### src/rtl/ksa_pkg.sv
// ----------------------------------------------------------------------------
// ksa_pkg
// Shared types and codes for the key slot allocator.
// ----------------------------------------------------------------------------
package ksa_pkg;

    localparam int SLOT_W = 6;
    localparam int WORD_W = 64;
    localparam int KEY_W  = 4 * WORD_W;

    // operation codes
    localparam logic [1:0] FUNC_REGISTER   = 2'd0;
    localparam logic [1:0] FUNC_UNREGISTER = 2'd1;
    localparam logic [1:0] FUNC_GET        = 2'd2;

    // status codes
    localparam logic [1:0] ST_OK   = 2'd0;
    localparam logic [1:0] ST_FULL = 2'd1;
    localparam logic [1:0] ST_MISS = 2'd2;

    typedef struct packed {
        logic [1:0]        func;
        logic [SLOT_W-1:0] slot_index;
        logic [WORD_W-1:0] key_word_0;
        logic [WORD_W-1:0] key_word_1;
        logic [WORD_W-1:0] key_word_2;
        logic [WORD_W-1:0] key_word_3;
    } ksa_in_t;

    typedef struct packed {
        logic [1:0]        status;
        logic [SLOT_W-1:0] granted_slot;
        logic [WORD_W-1:0] out_word_0;
        logic [WORD_W-1:0] out_word_1;
        logic [WORD_W-1:0] out_word_2;
        logic [WORD_W-1:0] out_word_3;
    } ksa_out_t;

    // result of the lowest-free-slot search
    typedef struct packed {
        logic              found;
        logic [SLOT_W-1:0] slot;
    } free_slot_t;

endpackage

### src/rtl/ksa_free_enc.sv
// ----------------------------------------------------------------------------
// ksa_free_enc
// Finds the lowest free slot in the used mask, two-level priority encode.
// ----------------------------------------------------------------------------
module ksa_free_enc #(
    parameter int NUM_SLOTS = 63
) (
    input  logic [NUM_SLOTS-1:0] used_mask,
    output ksa_pkg::free_slot_t  result
);
    import ksa_pkg::*;

    localparam int GRP   = 8;
    localparam int NGRP  = (NUM_SLOTS + GRP - 1) / GRP;
    localparam int PAD_W = NGRP * GRP;

    logic [NUM_SLOTS-1:0] free_bits;
    logic [PAD_W-1:0]     free_pad;
    logic [NGRP-1:0]      grp_found;
    logic [2:0]           grp_low [NGRP];
    logic [2:0]           sel_grp;
    logic                 any_free;

    // invert at the mask width so the padding bits above the last slot stay busy
    assign free_bits = ~used_mask;
    assign free_pad  = PAD_W'(free_bits);

    // lowest free bit inside each group of eight
    always_comb
    begin
        for (int g = 0; g < NGRP; g++)
        begin
            grp_found[g] = |free_pad[g*GRP +: GRP];
            grp_low[g]   = 3'd0;
            for (int b = GRP - 1; b >= 0; b--)
            begin
                if (free_pad[g*GRP + b])
                begin
                    grp_low[g] = 3'(b);
                end
            end
        end
    end

    // lowest group that has a free bit
    always_comb
    begin
        sel_grp  = 3'd0;
        any_free = 1'b0;
        for (int g = NGRP - 1; g >= 0; g--)
        begin
            if (grp_found[g])
            begin
                sel_grp  = 3'(g);
                any_free = 1'b1;
            end
        end
    end

    assign result.found = any_free;
    assign result.slot  = any_free ? {sel_grp, grp_low[sel_grp]} : '0;

endmodule

### config.mk
export PLATFORM = sky130hd
export DESIGN_NAME = ksa_free_enc
export DESIGN_NICKNAME = d
export VERILOG_FILES = /design/src/rtl/ksa_pkg.sv /design/src/rtl/ksa_free_enc.sv
export SDC_FILE = /design/constraint.sdc
export NUM_CORES = 1
export LEC_CHECK = 0
export BUFFER_PORTS_ARGS = -buffer_cell sky130_fd_sc_hd__buf_2
export CORE_MARGIN = 2
export CORE_UTILIZATION = 40
export DETAILED_ROUTE_END_ITERATION = 6
export GPL_ROUTABILITY_DRIVEN = 1
export PLACE_DENSITY = 0.93
export SLEW_MARGIN = 20
export SYNTH_ARGS = -nofsm -noshare
export SYNTH_HDL_FRONTEND = slang
export SYNTH_SLANG_ARGS = --single-unit
### constraint.sdc
create_clock -name vclk -period 2
set_input_delay 0 -clock vclk [all_inputs]
set_output_delay 0 -clock vclk [all_outputs]
set_load 0.05 [all_outputs]
# [Word-level counts from Yosys, hierarchy flattened]
# Cells that the tools add are included.
[totals] ff_bits=0 word_cells=94 input_bits=63 output_inout_bits=7
[classes] n_mux=83 reduce_logical=8 bitwise=2 n_lt_le_gt_ge=1
[op_table] operator="2-to-1 mux 3 bit" n=73
[op_table] operator="inverter 63 bit" n=1
[op_table] operator="OR reduction 8 bit" n=7
[op_table] operator="binary-select mux 3 bit (select 3 bit)" n=1
[op_table] operator="2-to-1 mux 1 bit" n=8
[op_table] operator="OR reduction 7 bit" n=1
[op_table] operator="2-to-1 mux 6 bit" n=1
[op_table] operator="greater-or-equal comparator 4 bit (second input constant)" n=1
[op_table] operator="inverter 3 -> 4 bit" n=1

# [Longest topological paths before layout]
[logic_depth] depth_word=15 ltp_mapped=7 depth_no_buf=7

# [Worst setup path after synthesis]
# OpenSTA, ideal clock, no wires.
[synth_timing] kind="input-to-output" startpoint="input used_mask[27]" endpoint="output result[0] (netlist bit)" path_buffers=0 required_time_ps=2000 arrival_ps=2833 stages=6 path_slack_ps=-833 path_cell_list="nand4_1 nor2_2 nand4_1 nor2b_1 inv_1 o31ai_1"
[synth_lines] item="start, declared" line="ksa_free_enc.sv:8" text="input logic [NUM_SLOTS-1:0] used_mask,"
[synth_lines] item="end, declared" line="ksa_free_enc.sv:9" text="output ksa_pkg::free_slot_t result"

==> impl_summary.log <==
INFO  metric outcome = complete, no violations
INFO  metric initial_utilization = 43.3%
INFO  metric yosys.cell_types.count = between 40 and 50
INFO  metric critical_path.top_delay_family = compound AO/OA/AOI/OAI gates
INFO  metric synth_top_area_cells = nand4_1, inv_1, nand2_1, a21boi_0, nand3_1
INFO  metric power_per_cell_area = 143 nW/µm²
INFO  metric num_rows = 16
INFO  metric final.period_utilization = a little over nine tenths
INFO  metric critical_path_arrival = around 2.0 ns
INFO  metric post-place-cells = roughly 240
INFO  metric fp.dieArea = 2580 µm²
INFO  metric num-nets-final = 275
INFO  metric mostFrequentLayoutCell = buf_2
INFO  metric mappedNetlistArea = 875 µm²
INFO  metric routed_wirelength = 2950 µm
INFO  metric syn-num-nets = 200
INFO  metric synth_simple_gate_area_share = a little under half
INFO  metric grt_first_pass_wirelength = 4630 µm
INFO  metric layout_min_cycle_time = between 1.5 and 2 ns
INFO  metric core = 2020 µm²
INFO  metric drt_first_pass_iters = 4
INFO  metric holdBufCountCts = 0
INFO  metric synthToLayoutAreaGrowth = 52.9%
INFO  metric seq_area = 0 µm²
INFO  metric synth-compound-area-share = 42.5%
INFO  metric tightest_slew = 0.439 ns
INFO  metric final.setup.worst_slack = 0.0410 ns
INFO  metric worst_path_largest_cell_delay = roughly 0.38 ns
INFO  metric p_leak = 0.654 nW
INFO  metric initial_antenna_violation_count = 0
INFO  metric preCtsSetupSlack = 0.0295 ns
INFO  metric syn-mean-instance-area = 6.38 µm²
INFO  metric setup.worst_path.start_class = primary input
INFO  metric whs = 0.514 ns
INFO  metric worst-endpoint-required = 2.00 ns
INFO  metric cp.buffers_inverters = 2
INFO  metric vias = ~1300
INFO  metric synthCells = approximately 140
INFO  metric final_cell_mix = buf_2, nand2_1, inv_1, nand4_1, nand3_1
INFO  metric timing.critical_path.cells = buf_2 > nand4_1 > or2_4 > a311oi_4 > o31ai_4 > o2111a_1 > o211a_1 > or3_4 > buf_6
INFO  metric hpwlAfterDp = 2560 µm
INFO  metric routabilityCongestion = 0.833
INFO  metric dominant_combinational_cell_family_by_area_after_synthesis = simple AND/OR/NAND/NOR gates
INFO  metric fp.dieH = 50.8 µm
INFO  metric ys_seq_area_share = 0%
INFO  metric cp_slowest_cell = or3_4
INFO  metric worst_rel_slew_slack = 70.5%
INFO  metric share_of_the_synthesized_netlist_area_taken_by_xor_and_xnor_gates = 0%
INFO  metric ys_warn_count = 0
INFO  metric buffer_ports.inserted = 70
INFO  metric yosys.area.top_type = nand4_1
INFO  metric antenna_left = 0
INFO  metric slew_violations = 0
INFO  metric n_clock_buffer = 0
INFO  metric min_path_type = primary input to output pin
INFO  metric critical_path.endpoint_type = output pin
INFO  metric diodes = 0
INFO  metric grt_max_degree = 8
INFO  metric seq_cells = 0
INFO  metric wl_per_cell = 12.5 µm
INFO  metric worst_voltage_drop_across_the_vdd_grid = 0.0874 mV
INFO  metric grt_overflow = 0
INFO  metric synth.area.mux_share = 2.29%
INFO  metric synth_top_cell_area_share = a little over a tenth
INFO  metric grt_usage = 22.0%
INFO  metric hold_path_depth = 5
INFO  metric p_total = about 0.19 mW
INFO  metric crit_path_max_fanout = 7
INFO  metric number_of_global_route_vias_before_repair = between 1000 and 1500
INFO  metric drt_iter0_markers = 27
INFO  metric min_from = used_mask[32]
INFO  metric min_delay_worst_endpoint = result[1]
INFO  metric worst-setup-path-type = primary input to output pin
INFO  metric avgViaCountPerCell = around 5.6
INFO  metric post-route-drc-count = 0
INFO  metric rsz0062_at_grt = yes
INFO  metric max_freq = between 500 and 600 MHz
INFO  metric setup_violations = 0
INFO  metric nFillCells = 210
INFO  metric final_cells = roughly 240
INFO  metric hold_viol_final = 0
INFO  metric ios = 70
INFO  metric drive_gt1_share = 44.8%
INFO  metric adder_cell_share_of_the_synthesized_area = 0%
INFO  metric drv.max_cap_violation_count = 0
INFO  metric die_w = 50.8 µm
## worst max path at each step
stage                end          start  slack, ns  cells after the start
5_1_grt        result[2]  used_mask[27]      -0.07                     10
4_1_cts        result[0]  used_mask[38]      0.008                      9
3_5_place_dp   result[0]  used_mask[38]       0.03                      9
6_report       result[1]  used_mask[16]       0.04                      9
3_3_place_gp   result[1]  used_mask[38]       0.09                      9
2_1_floorplan  result[0]  used_mask[49]       0.01                      7
## logic make-up (layout without fill, tap and decap cells)
logic type,after synthesis,in the layout
compound gates,47,47
buf+inv,18,91
mux,2,2
simple gates,70,70
## per-stage QoR
| step | area, µm² | utilization [%] | TNS [ns] |
|---|---|---|---|
| after global routing | 1340 | 66.2 | -0.190 |
| after detailed placement | 1300 | 64.4 | 0 |
| after floorplan | 902 | - | 0 |
| after CTS | 1300 | 64.4 | 0 |
| after global placement | 1300 | 64.4 | 0 |
| final | 1340 | 66.2 | 0 |
## synthesized netlist by cell type, types with 2 or more instances
cell type	instances
a32o_1	3
o21ai_0	7
a311oi_1	4
nand3b_1	2
a31oi_1	3
mux2i_1	2
a21oi_1	3
nand4_2	2
nand2_1	17
nand4_1	15
nand3_1	10
and4_1	4
o21ai_1	8
a21boi_0	7
inv_1	17
nor2b_1	4
nor2_1	4
## layout make-up
class              instances  area [µm²]  share of cell area, %
repair buffers            74         387                   28.9
inverters                 17        63.8                   4.77
multi-input cells        119         853                   63.8
well taps                 27        33.8                   2.53
## metal layers
layer	wire [µm]	vias to the layer above	share of wire, %	GRT usage (%)
met5	0	-	0	0
met4	53	0	1.8	1.35
met3	187	4	6.3	1.49
met2	1450	54	49	44.3
met1	1260	589	43	25.9
li1	-	689	-	-
## worst min-delay path, cell delays in order
cell	delay [ns]
buf_2	0.09
nand4_1	0.06
o21ai_0	0.09
or3_4	0.13
buf_6	0.14
## what timing repair did
item                       4_1_cts  5_1_grt
buffers inserted                 0        1
gates resized for setup          0        8
setup endpoints to repair        0        3
## report_power, final
group	leakage (nW)	internal, mW	switching [mW]	total, mW
clock network	0	0	0	0
registers	0	0	0	0
logic	0.654	0.0872	0.104	0.191
total	0.654	0.0872	0.104	0.191
(Power assumes the default switching activity.)
